==> config.mk <==
export PLATFORM = sky130hd
export DESIGN_NAME = tfw_regs
export DESIGN_NICKNAME = d
export VERILOG_FILES = /design/src/rtl/tfw_pkg.sv /design/src/rtl/tfw_regs.sv
export SDC_FILE = /design/constraint.sdc
export NUM_CORES = 1
export LEC_CHECK = 0
export CAP_MARGIN = 25
export CORE_ASPECT_RATIO = 1.75
export CORE_UTILIZATION = 25
export CTS_CLUSTER_DIAMETER = 100
export CTS_CLUSTER_SIZE = 24
export DETAILED_ROUTE_END_ITERATION = 10
export DONT_BUFFER_PORTS = 1
export GPL_ROUTABILITY_DRIVEN = 0
export GPL_TIMING_DRIVEN = 0
export PLACE_DENSITY_LB_ADDON = 0.1
export SLEW_MARGIN = 40
export SYNTH_ARGS = -nofsm -noshare
export SYNTH_HDL_FRONTEND = slang
export SYNTH_SLANG_ARGS = --single-unit
export TNS_END_PERCENT = 30
==> constraint.sdc <==
create_clock -name clk -period 1.5 [get_ports clk]
set_input_delay 0.3 -clock clk [delete_from_list [all_inputs] [get_ports clk]]
set_output_delay 0.3 -clock clk [all_outputs]
set_load 0.02 [all_outputs]
==> src/rtl/tfw_pkg.sv <==
// ----------------------------------------------------------------------------
// tfw_pkg
// Shared types and constants for the texture window texel fetch block.
// ----------------------------------------------------------------------------
package tfw_pkg;

    // video memory geometry (power-of-two width and height)
    localparam int MEM_WIDTH  = 1024;
    localparam int MEM_HEIGHT = 512;
    localparam int COL_W      = $clog2(MEM_WIDTH);
    localparam int ROW_W      = $clog2(MEM_HEIGHT);
    localparam int ADDR_W     = COL_W + ROW_W;
    localparam int DATA_W     = 16;

    // texel marking
    localparam logic [DATA_W-1:0] STP_BIT = 16'h8000;

    // item opcodes
    localparam logic OP_WRITE = 1'b0;
    localparam logic OP_FETCH = 1'b1;

    // texture formats (codes 2 and 3 are both 15-bit direct)
    localparam logic [1:0] FMT_4BIT = 2'd0;
    localparam logic [1:0] FMT_8BIT = 2'd1;

    // register bus
    localparam int APB_ADDR_W = 5;
    localparam int APB_DATA_W = 32;

    // register indexes
    localparam logic [2:0] REG_FORMAT    = 3'd0;
    localparam logic [2:0] REG_PAGE_X    = 3'd1;
    localparam logic [2:0] REG_PAGE_Y    = 3'd2;
    localparam logic [2:0] REG_PALETTE_X = 3'd3;
    localparam logic [2:0] REG_PALETTE_Y = 3'd4;
    localparam logic [2:0] REG_WINDOW    = 3'd5;

    // configuration set seen by the datapath
    typedef struct packed {
        logic [1:0]  texture_format;
        logic [9:0]  page_x;
        logic [8:0]  page_y;
        logic [9:0]  palette_x;
        logic [8:0]  palette_y;
        logic [19:0] tex_window;
    } cfg_t;

endpackage

==> src/rtl/tfw_regs.sv <==
// ----------------------------------------------------------------------------
// tfw_regs
// Configuration registers behind the APB-style port.
// ----------------------------------------------------------------------------
module tfw_regs (
    input  logic                            clk,
    input  logic                            rst_n,
    input  logic                            psel,
    input  logic                            penable,
    input  logic                            pwrite,
    input  logic [tfw_pkg::APB_ADDR_W-1:0]  paddr,
    input  logic [tfw_pkg::APB_DATA_W-1:0]  pwdata,
    output logic [tfw_pkg::APB_DATA_W-1:0]  prdata,
    output logic                            pready,
    output tfw_pkg::cfg_t                   cfg
);

    tfw_pkg::cfg_t cfg_reg;
    logic [2:0]    reg_idx;
    logic          wr_en;

    assign reg_idx = paddr[tfw_pkg::APB_ADDR_W-1:2];
    assign wr_en   = psel && penable && pwrite;
    assign pready  = 1'b1;

    // register writes
    always_ff @(posedge clk or negedge rst_n)
    begin
        if (!rst_n)
        begin
            cfg_reg <= '0;
        end
        else if (wr_en)
        begin
            unique case (reg_idx)
                tfw_pkg::REG_FORMAT:    cfg_reg.texture_format <= pwdata[1:0];
                tfw_pkg::REG_PAGE_X:    cfg_reg.page_x         <= pwdata[9:0];
                tfw_pkg::REG_PAGE_Y:    cfg_reg.page_y         <= pwdata[8:0];
                tfw_pkg::REG_PALETTE_X: cfg_reg.palette_x      <= pwdata[9:0];
                tfw_pkg::REG_PALETTE_Y: cfg_reg.palette_y      <= pwdata[8:0];
                tfw_pkg::REG_WINDOW:    cfg_reg.tex_window     <= pwdata[19:0];
                default:                cfg_reg                <= cfg_reg;
            endcase
        end
    end

    // register reads
    always_comb
    begin
        unique case (reg_idx)
            tfw_pkg::REG_FORMAT:    prdata = {30'd0, cfg_reg.texture_format};
            tfw_pkg::REG_PAGE_X:    prdata = {22'd0, cfg_reg.page_x};
            tfw_pkg::REG_PAGE_Y:    prdata = {23'd0, cfg_reg.page_y};
            tfw_pkg::REG_PALETTE_X: prdata = {22'd0, cfg_reg.palette_x};
            tfw_pkg::REG_PALETTE_Y: prdata = {23'd0, cfg_reg.palette_y};
            tfw_pkg::REG_WINDOW:    prdata = {12'd0, cfg_reg.tex_window};
            default:                prdata = '0;
        endcase
    end

    assign cfg = cfg_reg;

endmodule

# --- After elaboration in Yosys (flattened, before gate mapping) ---
# Cells that the tools add are included.
totals:
  regBits: 60
  out_inout_bits: 93
  word_cells: 21
classes:
  eq_ne: 5
  muxes: 1
  n_reduce_logical: 9
ops:
  columns: ["op", "count"]
  rows:
  - ["20-bit one-hot mux with 6 select lines", 1]
  - ["2-bit AND reduction", 6]
  - ["3-bit by 2-bit == test with 1-bit output (second input constant)", 2]
  - ["3-bit == test (second input constant)", 2]
  - ["3-bit by 1-bit == test with 1-bit output (second input constant)", 1]
  - ["3-bit logical NOT", 1]
  - ["1-bit logical AND", 2]

# --- Longest topological paths before layout ---
logic_depth:
  depth_word: 3
  mapped_depth: 5

# --- Worst setup path before layout ---
# Ideal clock, no wire load.
synth_timing:
  kind: "input port to output port"
  start: "input port paddr[2] in the netlist's numbering"
  end: "output port prdata[9] in the netlist's numbering"
  arrival_time_ns: 1.298
  setup_slack_ns: -0.098
  stages: 4
  path_buffers: 3
  cell_sequence: "buf_6 > buf_4 > buf_4 > a21boi_0"
synth_between:
  elab_chain_cells: 2
synth_lines:
  columns: ["element", "line_no", "source"]
  rows:
  - ["start, declared", "tfw_regs.sv:11", "input logic [tfw_pkg::APB_ADDR_W-1:0] paddr,"]
  - ["3-bit == test (tied with other cells)", "tfw_regs.sv:50", "unique case (reg_idx)"]
  - ["20-bit one-hot mux with 6 select lines (*)", "tfw_regs.sv:50", null]
  - ["end, declared", "tfw_regs.sv:13", "output logic [tfw_pkg::APB_DATA_W-1:0] prdata,"]
# Mark *: on every way between the ends. The rest lies on a longest branch, timed or not.

# --- Worst setup path in the final report ---
layout_timing:
  start: "register cfg_reg (netlist bit cfg[20])"
  end: "output port prdata[0] in the netlist's numbering"
layout_between:
  elab_chain_cells: 1
layout_lines:
  columns: ["element", "line_no", "source"]
  rows:
  - ["start, declared", "tfw_regs.sv:18", "tfw_pkg::cfg_t cfg_reg;"]
  - ["start signal, assigned", "tfw_regs.sv:42", "default: cfg_reg <= cfg_reg;"]
  - ["20-bit one-hot mux with 6 select lines", "tfw_regs.sv:50", null]
# Every way passes these cells.

==> results.json <==
{
  "insertion_delay_ns": 0.32,
  "grt_pass1_wl_um": 12500,
  "max_stage_delay_ns": 0.46,
  "outcome": "finished, violations left",
  "die_height_um": 145,
  "dieArea_mm2": 0.0122,
  "grt_usage": 0.143,
  "tns_ns": -1.74,
  "dr_total_vias": 1801,
  "synth_largest_area_cell": "dfrtp_1",
  "antenna_found_initial": 0,
  "max_freq_mhz": 573,
  "rrSetupSlack_ns": 0.59,
  "nFillCells": 1176,
  "startpoint": "cfg[20]",
  "grt_max_degree": 61,
  "die_x_um": 83.8,
  "largest_register_ff_count": 60,
  "place_area_mm2": 0.00314,
  "synth_top_cell_area_share": 0.513,
  "core_mm2": 0.0115,
  "vias_per_cell": 4.71,
  "routed_wl_um": 8130,
  "drt-pass1-iter-count": 9,
  "dpl.cell_count": 366,
  "fin_ws_ns": -0.245,
  "clk_pin_slew_ns": 0.06,
  "vdd_ir_drop_max_uv": 573,
  "finalNonFillerCells": 382,
  "final_nets": 284,
  "skew_ns": 0,
  "drv_slew": 0,
  "synthCells": 220,
  "path_cells": "mux2_2, a221oi_2, a31oi_2",
  "setup-violations-final": 10,
  "cap_violations": 0,
  "critPathCaptureType": "output port",
  "holdCritPathClass": "input pin to async pin",
  "synth_area_mm2": 0.00293,
  "critPathKind": "register to output port",
  "synthTopCellsByArea": "dfrtp_1 51%, mux2_2 27%, buf_4 4.4%, mux2i_1 3.1%, nand2_1 2.8%",
  "syn_avg_cell_area_um2": 13.3,
  "period_minus_slack_ns": 1.74,
  "root_buffer": "clkbuf_16",
  "overflow": 0,
  "slowest_stage": "dfrtp_2",
  "hold_violations": 60,
  "start_util": 0.254,
  "io_buffers": 0,
  "htree_num_levels": 3,
  "cts_buffers": 9,
  "rsz0062_at_grt": "yes",
  "drive_gt1_frac": 0.619,
  "hpwl_um": 5590,
  "antenna-diode-count": 0,
  "hold_ws_ns": -0.339,
  "ioPinCount": 135,
  "rows": 52,
  "crit_required_ns": 1.20,
  "wl_per_cell_um": 21.3,
  "post_cts_buffers": 0,
  "yosysWarnings": 0,
  "cts_max_path_buffers": 2,
  "fin_crit_sh": 1.16,
  "ant_nets": 0,
  "pwr_density_cell_mw_per_mm2": 1540,
  "report.power.total_uw": 5620,
  "power_leakage_uw": 0.00161,
  "start_kind": "register",
  "violations": "design-rule violations, negative hold slack, negative setup slack",
  "cts.sinks": 60,
  "worst_pin_slew_ns": 0.650,
  "reg2reg_depth": 1,
  "reg2reg_from": "cfg[39]",
  "seq_area_frac_synth": 0.513,
  "grt_pass1_vias": 1957,
  "yosys_register_bits": 60,
  "cts_tree": "yes",
  "route.detailed.drc": 12,
  "synthToLayoutAreaGrowth_pct": 25.0,
  "fin_area_mm2": 0.00366,
  "relSlewSlack": 0.565,
  "cp.arrival_ns": 1.44,
  "drt_iter0_markers": 60,
  "path_max_fanout": 3,
  "synth.distinct_cells": 24
}
## per-layer routing
layer	share of wire	routed length, um	vias up	global-route usage
li1	-	-	803	-
met1	0.36	2940	924	0.152
met2	0.56	4540	66	0.252
met3	0.065	530	8	0.0523
met4	0.015	123	0	0.0543
met5	0	0	-	0
## critical path: cells and delay by family (launching register included)
family	cells	cell delay, ns
multiplexers	1	0.29
flip-flops	1	0.46
AO/OA/AOI/OAI	2	0.36
## per-stage QoR
step                setup slack (ns)  utilization
floorplan                    -0.0247            -
global placement              -0.427        0.272
detailed placement            -0.442        0.272
CTS                           -0.266        0.318
global route                  -0.279        0.318
finish                        -0.245        0.318
## synthesized netlist by cell type, drive strengths merged
library cell,n
mux2,71
nor2,4
mux2i,9
a221oi,1
conb,2
buf,19
inv,2
o221ai,8
clkbuf,2
nor2b,2
nand4,1
dfrtp,60
nand4b,1
or3,1
nand2b,1
a21boi,1
nand2,22
and2,10
a31oi,1
nor3,2
## cell families (layout without fill, tap and decap cells)
group / after synthesis / after routing / share of synthesized area
DFF: 60 / 60 / 0.513
AOI/OAI and AO/OA: 11 / 11 / 0.0316
buffers and inverters: 23 / 39 / 0.0551
other: 2 / 13 / 0.00257
and+or+nand+nor: 44 / 44 / 0.0915
muxes: 80 / 80 / 0.306
## final timing paths
check,endpoint
max in group asynchronous,cfg[27]
min in group clk,cfg[18]
min,cfg[10]
max,prdata[0]
min reg2reg,cfg[4]
max reg2reg,cfg[39]
## placed cells by master, fill, tap and decap left out, types with 2 or more instances in the layout
cell type	Yosys	layout
buf_4	17	15
o221ai_4	0	5
clkbuf_16	0	9
clkinv_2	0	3
bufinv_16	0	2
nand2_1	22	17
clkinvlp_4	0	2
conb_1	2	13
nor2_4	2	3
dfrtp_1	60	50
mux2_2	69	67
mux2_4	2	4
and2_2	0	10
dfrtp_2	0	10
buf_6	1	3
nor2b_1	2	2
o221ai_2	0	3
nor3_4	2	2
mux2i_1	9	9
nand2_2	0	4
## power by group
part           internal (uW)  leakage, uW  switching, uW
Clock                   1450     0.000155            741
Sequential              1940     0.000754            709
Combinational            431     0.000697            354
## repair_timing
action | CTS | global route
endpoints found under the hold margin | 60 | 60
endpoints found under the setup margin | 29 | 35
resized for setup | 51 | 1
pin swaps | 1 | 0
## layout make-up
cell class	count	area [um2]	area share
plain buffers	21	164	0.0448
multi-input cells	148	1480	0.406
clock buffers	9	225	0.0616
flip-flops and latches	60	1510	0.414
inverters	2	11.3	0.00308
clock inverters	7	91.3	0.0250
well taps	135	169	0.0462
Note: power is estimated with default switching activity, not from simulation.
