===== config.mk =====
export PLATFORM = sky130hd
export DESIGN_NAME = tfw_addr
export DESIGN_NICKNAME = d
export VERILOG_FILES = /design/src/rtl/tfw_pkg.sv /design/src/rtl/tfw_addr.sv
export SDC_FILE = /design/constraint.sdc
export NUM_CORES = 1
export LEC_CHECK = 0
export ABC_AREA = 1
export CAP_MARGIN = 20
export CORE_ASPECT_RATIO = 1.5
export CORE_MARGIN = 1.5
export CORE_UTILIZATION = 62
export DETAILED_ROUTE_END_ITERATION = 6
export DONT_BUFFER_PORTS = 1
export PLACE_DENSITY_LB_ADDON = 0.08
export SLEW_MARGIN = 20
export SYNTH_ARGS = -nofsm -noshare
export SYNTH_HDL_FRONTEND = slang
export SYNTH_SLANG_ARGS = --single-unit

===== constraint.sdc =====
create_clock -name vclk -period 5.1
set_input_delay 1.02 -clock vclk [all_inputs]
set_output_delay 1.02 -clock vclk [all_outputs]
set_load 0.02 [all_outputs]

===== src/rtl/tfw_pkg.sv =====
// ----------------------------------------------------------------------------
// tfw_pkg
// Shared types and constants for the texture window texel fetch block.
// ----------------------------------------------------------------------------
package tfw_pkg;

    // video memory geometry (power-of-two width and height)
    localparam int MEM_WIDTH  = 1024;
    localparam int MEM_HEIGHT = 512;
    localparam int COL_W      = $clog2(MEM_WIDTH);
    localparam int ROW_W      = $clog2(MEM_HEIGHT);
    localparam int ADDR_W     = COL_W + ROW_W;
    localparam int DATA_W     = 16;

    // texel marking
    localparam logic [DATA_W-1:0] STP_BIT = 16'h8000;

    // item opcodes
    localparam logic OP_WRITE = 1'b0;
    localparam logic OP_FETCH = 1'b1;

    // texture formats (codes 2 and 3 are both 15-bit direct)
    localparam logic [1:0] FMT_4BIT = 2'd0;
    localparam logic [1:0] FMT_8BIT = 2'd1;

    // register bus
    localparam int APB_ADDR_W = 5;
    localparam int APB_DATA_W = 32;

    // register indexes
    localparam logic [2:0] REG_FORMAT    = 3'd0;
    localparam logic [2:0] REG_PAGE_X    = 3'd1;
    localparam logic [2:0] REG_PAGE_Y    = 3'd2;
    localparam logic [2:0] REG_PALETTE_X = 3'd3;
    localparam logic [2:0] REG_PALETTE_Y = 3'd4;
    localparam logic [2:0] REG_WINDOW    = 3'd5;

    // configuration set seen by the datapath
    typedef struct packed {
        logic [1:0]  texture_format;
        logic [9:0]  page_x;
        logic [8:0]  page_y;
        logic [9:0]  palette_x;
        logic [8:0]  palette_y;
        logic [19:0] tex_window;
    } cfg_t;

endpackage


===== src/rtl/tfw_addr.sv =====
// ----------------------------------------------------------------------------
// tfw_addr
// Address generation: write address, windowed texture page address and
// palette entry address from the fetched packed word.
// ----------------------------------------------------------------------------
module tfw_addr (
    input  tfw_pkg::cfg_t                 cfg,
    input  logic [9:0]                    mem_x,
    input  logic [8:0]                    mem_y,
    input  logic [7:0]                    u_start,
    input  logic [7:0]                    v_start,
    input  logic [9:0]                    column,
    input  logic [8:0]                    line,
    input  logic                          mirror_x,
    input  logic                          mirror_y,
    input  logic [tfw_pkg::DATA_W-1:0]    packed_word,
    input  logic [1:0]                    u_lo_held,
    output logic [tfw_pkg::ADDR_W-1:0]    wr_addr,
    output logic [tfw_pkg::ADDR_W-1:0]    page_addr,
    output logic [1:0]                    u_lo,
    output logic [tfw_pkg::ADDR_W-1:0]    pal_addr
);

    localparam int AW = tfw_pkg::ADDR_W;

    logic [7:0]  u_raw;
    logic [7:0]  v_raw;
    logic [7:0]  u_win;
    logic [7:0]  v_win;
    logic [7:0]  u_word;
    logic [9:0]  page_row;
    logic [10:0] page_col;
    logic [7:0]  pal_idx;
    logic [10:0] pal_col;

    // texture window: replace masked bits with offset bits
    function automatic logic [7:0] window_coord(
        input logic [7:0] c,
        input logic [4:0] mask,
        input logic [4:0] off
    );
        logic [7:0] res;
        begin
            if (mask == 5'd0)
            begin
                res = c;
            end
            else
            begin
                res = (c & ~{mask, 3'b000}) | {off & mask, 3'b000};
            end
            return res;
        end
    endfunction

    // row-major linear address, wraps over the whole memory
    function automatic logic [AW-1:0] linear(
        input logic [AW-1:0] row,
        input logic [AW-1:0] col
    );
        begin
            return (row << tfw_pkg::COL_W) + col;
        end
    endfunction

    // write address
    assign wr_addr = linear(AW'(mem_y), AW'(mem_x));

    // coordinates wrapped to 8 bits
    assign u_raw = mirror_x ? (u_start - column[7:0]) : (u_start + column[7:0]);
    assign v_raw = mirror_y ? (v_start - line[7:0]) : (v_start + line[7:0]);

    assign u_win = window_coord(u_raw, cfg.tex_window[4:0], cfg.tex_window[14:10]);
    assign v_win = window_coord(v_raw, cfg.tex_window[9:5], cfg.tex_window[19:15]);
    assign u_lo  = u_win[1:0];

    // word column inside the page depends on texel packing
    always_comb
    begin
        case (cfg.texture_format)
            tfw_pkg::FMT_4BIT: u_word = {2'b00, u_win[7:2]};
            tfw_pkg::FMT_8BIT: u_word = {1'b0, u_win[7:1]};
            default:           u_word = u_win;
        endcase
    end

    assign page_row  = {1'b0, cfg.page_y} + {2'b00, v_win};
    assign page_col  = {1'b0, cfg.page_x} + {3'b000, u_word};
    assign page_addr = linear(AW'(page_row), AW'(page_col));

    // palette index out of the packed word
    always_comb
    begin
        case (cfg.texture_format)
            tfw_pkg::FMT_4BIT: pal_idx = {4'd0, packed_word[{u_lo_held, 2'b00} +: 4]};
            default:           pal_idx = packed_word[{u_lo_held[0], 3'b000} +: 8];
        endcase
    end

    assign pal_col  = {1'b0, cfg.palette_x} + {3'b000, pal_idx};
    assign pal_addr = linear(AW'(cfg.palette_y), AW'(pal_col));

endmodule


# Yosys cells after proc, flatten, opt, wreduce, memory -nomap -nowiden

Index checks and enable logic that the tools add are counted.

Register bits: 0
Bits of input ports: 134
Output and inout bits: 59

Add/sub/neg operators: 10
Eq/ne operators: 1
Shifts and indexed selects: 2
Multiplexer cells: 6
Bitwise logic cells: 8
Reductions and logical operators: 3

Operators by type and width:

| cell               | number |
|---|---|
| $mux 8             | 5 |
| $add 19x11->19     | 2 |
| $add 10x8->11      | 2 |
| $add 19x10->19     | 1 |
| $add 8x8->8        | 2 |
| $and 8x8->8        | 2 |
| $not 8->8          | 2 |
| $or 8x8->8         | 2 |
| $pmux 8 s2         | 1 |
| $shiftx 16x5->4    | 1 |
| $shiftx 16x5->8    | 1 |
| $sub 8x8->8        | 2 |
| $and 5x5->5        | 2 |
| $logic_not 5->1    | 2 |
| $add 9x8->9        | 1 |
| $eq 2x1->1 const B | 1 |
| $logic_not 2->1    | 1 |

# Logic depth before layout (Yosys ltp)

Gate-level depths: netlist of run 1.

Word-level depth: 8
Depth in mapped cells: 29

# Worst setup path before layout of run 1

No wires, ideal clock.

Kind: input-to-output
From: input column[0]
To: output page_addr[16] (netlist bit)
Arrival time: 4068 ps
Setup slack: 12 ps
Cell stages on the path: 24
Buffers on the path: 0
Cells stage by stage: inv_1 ha_1 nand2_1 o31ai_1 xor2_1 inv_1 ha_1 nand2_1 inv_1 nand2_1 nand2_1 a21oi_1 nand3_1 nand2_1 nand2_1 nand2_1 o21ai_0 ha_1 nand2_1 or2_0 nand3_2 nand2_2 nor2_4 xor2_1

Cells in the longest elaborated chain, start to end: 8

Ends and longest elaborated chain:

| element                                           | RTL line       | RTL |
|---|---|---|
| start: declaration                                | tfw_addr.sv:12 | `input logic [9:0] column,` |
| $add 8x8->8 / $sub 8x8->8 (equally long branches) | tfw_addr.sv:70 | `assign u_raw = mirror_x ? (u_start - column[7:0]) : (u_start + column[7:0]);` |
| $mux 8 (*)                                        | tfw_addr.sv:70 |  |
| $and 8x8->8                                       | tfw_addr.sv:50 | `res = (c & ~{mask, 3'b000}) \| {off & mask, 3'b000};` |
| $or 8x8->8                                        | tfw_addr.sv:50 |  |
| $mux 8 (*)                                        | tfw_addr.sv:44 | `if (mask == 5'd0)` |
| $pmux 8 s2 (*)                                    | tfw_addr.sv:80 | `case (cfg.texture_format)` |
| $add 10x8->11 (*)                                 | tfw_addr.sv:88 | `assign page_col = {1'b0, cfg.page_x} + {3'b000, u_word};` |
| $add 19x11->19 (*)                                | tfw_addr.sv:62 | `return (row << tfw_pkg::COL_W) + col;` |
| end: declaration                                  | tfw_addr.sv:19 | `output logic [tfw_pkg::ADDR_W-1:0] page_addr,` |

Every way passes the cells marked *; elsewhere a longest branch is shown, timed or not.

# Final worst setup path of run 1

From: input column[0]
To: output page_addr[11] (netlist bit)

Same word-level chain as after synthesis.

==> flow_summary.yaml, run 1 <==
timing:
  fin_crit_ps: 5000
  max_freq_mhz: 200
  slew_headroom_pct: 64.5
  final_max_slew_viol_count: 0
  worst_slack_ps: 99.2
  setup_violations: 0
  hold_violations: 0
  fin_tns_setup_ps: 0
  tightest_slew_ps: 529
  fin_crit_sh_pct: 98.1
  rsz0062_at_grt: "yes"
placed_design:
  place_congestion: 0.933
  postPlaceCellArea_um2: 3440
  io_buffers: 0
  dp_cells: 672
  dp_hpwl_um: 7320
  dp_slack_ps: -206
logic_synthesis:
  syn_inst: 594
  ys_types: 34
  mappedNetlistArea_um2: 3270
  synth_compound_area_share_pct: 12.4
  syn_nets: 774
  synth-xor-area-share_pct: 12.1
  synth_top_family_by_area: "simple AND/OR/NAND/NOR gates"
  synthAdderAreaFrac_pct: 18.7
  syn_area_per_cell_um2: 5.51
  synthSimpleGateAreaFrac_pct: 39.3
  synthMuxAreaShare_pct: 0
  yosysWarnings: 0
  seq_area_frac_synth_pct: 0
setup_path:
  critPathArrivalTime_ps: 3980
  worstPathRequired_ps: 4080
  crit_cells: 24
  end_kind: "output port"
  crit_path_start_kind: "input pin"
  crit_start: "column[0]"
  path_delay_family: "simple AND/OR/NAND/NOR gates"
  crit_fanout: 7
  path_cells: "clkinv_16 > ha_4 > nor2_1 > nor2_1 > a22oi_1 > ha_1 > buf_4 > a31oi_1 > nor2_1 > nor2_1 > nand2_1 > nand2_1 > nor2_1 > nor2_1 > ha_1 > a21oi_1 > nand2_1 > nand2_1 > nand3_2 > nand2_2 > nand2_4 > nand3_2 > xor2_1 > buf_4"
  critPathKind: "input pin to output port"
  critPathMostFrequentCell: "nor2_1"
  critPathSlowestCell: "ha_1"
  max_stage_delay_ps: 300
  critPathCapture: "page_addr[11]"
  crit_buf_inv: 3
pwr:
  leakagePower_nw: 2.16
  p_comb_share_pct: 100.0
  power.density_nw_per_um2: 217
  p_int_mw: 0.348
  p_switching_mw: 0.496
  power_frac_clock_pct: 0
  pwr-share-seq_pct: 0
  netSwitchingFraction_pct: 58.8
  ir_drop_mv: 0.124
route:
  drc: 0
  wl_per_cell_um: 13.5
  first_pass_iters: 6
  drt_iter0_markers: 113
  drt-vias-per-instance: 5.63
  wl_um: 9230
  vias: 3862
  ant_nets: 0
cells_and_area:
  layout_commonest_cell: "nand2_1"
  mostFrequentLayoutCells: "nand2_1, inv_1, buf_4"
  finalInstanceArea_um2: 3890
  seq_cell_count: 0
  areaGrowthSynthToFinish_pct: 19.0
  fin_util_pct: 76.0
  num_antenna_cells: 0
  layout.area.seq_um2: 0
  fillers: 432
  drive_gt1_share_pct: 21.4
  stdcell_count: 686
  final_nets: 800
  clkbuf_count: 0
global_route:
  grt_pass1_wl_um: 13100
  grt_pass1_vias: 3340
  grt_start_max_net_pins: 14
  grt_usage_pct: 26.6
  grt-ovfl-total: 0
  antenna_found_initial: 0
floorplanning:
  initial_core_util_pct: 63.8
  core_area_um2: 5120
  row_count: 32
  die_w_um: 62.3
  dieArea_um2: 5730
  io_pins: 193
  die_h_um: 92.0
job:
  timing.max_cap.violations: 0
status:
  status: "finished clean"
worst_hold_path:
  min_path_type: "input pin to output port"
  min_from: "mem_y[6]"
## area by class of cell
| cell class | instances | area [µm²] | area share, % |
|---|---|---|---|
| inverter | 110 | 455 | 11.7 |
| multi-input combinational | 461 | 3000 | 77.0 |
| tap | 68 | 85.1 | 2.19 |
| timing repair buffer | 47 | 353 | 9.06 |
## timing repair
item / in CTS / in global routing
pin swaps: 10 / 44
hold buffers: 0 / 0
buffers inserted: 2 / 12
endpoints found under the setup margin: 13 / 15
gates resized for setup: 16 / 73
## worst min path at each step
stage / end / cells past startpoint / slack [ps]
2_1_floorplan: wr_addr[0] / 1 / 2150
3_3_place_gp: wr_addr[10] / 0 / 2040
3_5_place_dp: wr_addr[10] / 0 / 2040
4_1_cts: wr_addr[10] / 0 / 2040
5_1_grt: wr_addr[16] / 0 / 2040
6_report: wr_addr[16] / 0 / 2040
## metrics by stage
step	power (mW)	hold WS [ps]
6_report	0.843	2040
5_1_grt	0.917	2040
4_1_cts	0.746	2040
3_5_place_dp	0.728	2040
3_3_place_gp	0.716	2040
2_1_floorplan	0.556	2150
## cells in the mapped netlist (2+ instances only)
| library cell | count | area [µm²] |
|---|---|---|
| nand3_2 | 2 | 20.0 |
| a31oi_1 | 3 | 18.8 |
| xor2_1 | 35 | 307 |
| a21oi_1 | 42 | 210 |
| nor2_2 | 4 | 25.0 |
| buf_4 | 19 | 143 |
| clkbuf_1 | 3 | 11.3 |
| inv_1 | 109 | 409 |
| fa_1 | 5 | 100 |
| nand4_1 | 13 | 81.3 |
| o31ai_1 | 3 | 22.5 |
| ha_1 | 41 | 513 |
| nand2_2 | 6 | 37.5 |
| nand2_1 | 170 | 638 |
| xnor2_1 | 10 | 87.6 |
| nor2_1 | 46 | 173 |
| a22oi_1 | 3 | 22.5 |
| o21ai_0 | 14 | 70.1 |
| nand3b_1 | 4 | 30.0 |
| or2_2 | 3 | 18.8 |
| nand3_1 | 43 | 215 |
| o21a_1 | 2 | 15.0 |
| a31o_2 | 3 | 26.3 |
## metal layers
metal,share of wire [%],vias to the layer above,global-route usage [%]
met4,2.9,0,5.00
met2,54,197,54.9
met3,8.6,30,7.24
met1,34,1718,26.0
li1,-,1917,-
met5,0,-,0
## cell families (layout without fill, tap and decap cells)
family,after synthesis,in the layout
buf+inv,133,157
xor+xnor,45,45
compound gates,73,73
simple gates,297,297
fa+ha+maj,46,46
## power groups by stage
stage	registers [mW]	clock network, mW	logic, mW
4_1_cts	0	0	0.746
3_3_place_gp	0	0	0.716
2_1_floorplan	0	0	0.556
3_5_place_dp	0	0	0.728
5_1_grt	0	0	0.917
6_report	0	0	0.843
Note: power is estimated with default switching activity, not from simulation.
==> run 2: changes to the inputs <==
- ABC_AREA: 1 -> default
- CORE_AREA: default -> 2 2 75 77
- CORE_ASPECT_RATIO: 1.5 -> default
- CORE_MARGIN: 1.5 -> default
- CORE_UTILIZATION: 62 -> default
- DIE_AREA: default -> 0 0 77 79
==> flow_summary.yaml, run 2 <==
route:
  drt_iter0_markers: 60
  first_pass_iters: 4
  vias: 2926
  drc: 0
  drt-vias-per-instance: 5.63
  wl_per_cell_um: 14.5
  ant_nets: 0
  wl_um: 7550
timing:
  hold_violations: 0
  fin_crit_sh_pct: 106
  fin_tns_setup_ps: -2940
  fin_crit_ps: 5420
  tightest_slew_ps: 528
  worst_slack_ps: -317
  setup_violations: 14
  slew_headroom_pct: 64.5
  max_freq_mhz: 185
  final_max_slew_viol_count: 0
  rsz0062_at_grt: "yes"
logic_synthesis:
  syn_area_per_cell_um2: 7.11
  yosysWarnings: 0
  syn_inst: 401
  synth.top_cell.area_share_pct: 18.0
  mappedNetlistArea_um2: 2850
  ys_top_cells_by_count: "xnor2_1, ha_1, inv_1"
  seq_area_frac_synth_pct: 0
  yosys-top-cells-area: "ha_1, xnor2_1, buf_4, inv_1, mux2i_1"
  syn_nets: 581
  yosysTopAreaCell: "ha_1"
  ys_types: 52
  synth_most_common_cell: "xnor2_1"
setup_path:
  end_kind: "output port"
  crit_buf_inv: 2
  critPathSlowestCell: "or4_4"
  crit_fanout: 4
  path_delay_family: "compound AO/OA/AOI/OAI gates"
  critPathArrivalTime_ps: 4400
  critPathMostFrequentCell: "o21a_1"
  path_cells: "inv_4 > ha_4 > a31oi_2 > xnor2_1 > ha_1 > o21a_1 > o31a_1 > or4_4 > nand3_2 > nand2_1 > a31oi_1 > ha_1 > o21a_1 > o21a_1 > o22a_1 > and2_4 > nand4_1 > xnor2_2 > buf_4"
  crit_path_start_kind: "input pin"
  max_stage_delay_ps: 490
  worstPathRequired_ps: 4080
  critPathKind: "input pin to output port"
cells_and_area:
  areaGrowthSynthToFinish_pct: 32.1
  drive_gt1_share_pct: 31.5
  clkbuf_count: 0
  layout_commonest_cell: "buf_4"
  seq_cell_count: 0
  final_nets: 630
  stdcell_count: 520
  mostFrequentLayoutCells: "buf_4, ha_1, inv_1"
  layout.area.seq_um2: 0
  num_antenna_cells: 0
  fin_util_pct: 70.6
placed_design:
  place_congestion: 0.806
  dp_cells: 513
  dp_hpwl_um: 6260
  io_buffers: 0
clock_network:
  cts_hold_buf: 0
global_route:
  grt_pass1_wl_um: 12200
  grt-ovfl-total: 0
  grt_start_max_net_pins: 13
  grt_pass1_vias: 2843
  grt_usage_pct: 23.2
  antenna_found_initial: 0
job:
  timing.max_cap.violations: 0
floorplanning:
  die_w_um: 77
  io_pins: 193
  core_area_um2: 5340
  die_h_um: 79
  row_count: 27
  initial_core_util_pct: 53.4
  dieArea_um2: 6080
worst_hold_path:
  min_from: "mem_y[0]"
  min_to: "wr_addr[10]"
  hold_depth: 0
  min_path_type: "input pin to output port"
pwr:
  power.density_nw_per_um2: 242
  ir_drop_mv: 0.258
  power_mw: 0.913
  leakagePower_nw: 1.80
status:
  violations: "negative setup slack"
  status: "finished with violations"
-- run 2: report_power, final --
group / total, mW / switching [mW] / internal (mW) / leakage, nW
combinational: 0.913 / 0.471 / 0.441 / 1.80
clock: 0 / 0 / 0 / 0
sequential: 0 / 0 / 0 / 0
total: 0.913 / 0.471 / 0.441 / 1.80
-- run 2: logic make-up after synthesis --
family / after synthesis / share of synthesized area [%]
xor+xnor: 58 / 17.8
fa+ha+maj: 46 / 21.5
simple gates: 125 / 22.5
mux: 17 / 6.15
buf+inv: 61 / 10.5
compound gates: 94 / 21.5
-- run 2: worst max-delay path by stage --
stage	from	end	slack, ps	cells after the start
after floorplan	column[1]	page_addr[18]	-300	18
after global placement	column[1]	page_addr[18]	-420	19
after detailed placement	column[0]	page_addr[18]	-450	19
after CTS	column[1]	page_addr[18]	-290	19
after global routing	column[0]	page_addr[18]	-480	19
final	column[0]	page_addr[18]	-320	19
-- run 2: repair_timing --
| item | in CTS | in global routing |
|---|---|---|
| pin swaps | 33 | 18 |
| setup buffers | 3 | 4 |
| cloned | 0 | 0 |
| resized for setup | 40 | 11 |
| setup endpoints to repair | 14 | 16 |
-- run 2: area by class of cell --
class              instances  area (µm²)
fillers                  434        1570
inverters                 38         158
multi-input cells        340        2970
well taps                 72        90.1
repair buffers            70         548
-- run 2: per-stage QoR --
step                      hold slack (ps)  setup WS [ps]  instance area (µm²)
after global placement               2040           -421                 3460
final                                2040           -317                 3770
after global routing                 2040           -483                 3770
after floorplan                      2140           -302                 3060
after detailed placement             2040           -450                 3460
after CTS                            2040           -293                 3680
-- run 2: layer usage --
metal	global-route usage, %	vias up	part of all wire (%)
met5	0	-	0
met3	4.20	14	7.7
li1	-	1494	-
met4	3.57	0	1.3
met2	42.6	106	50
met1	28.8	1312	41
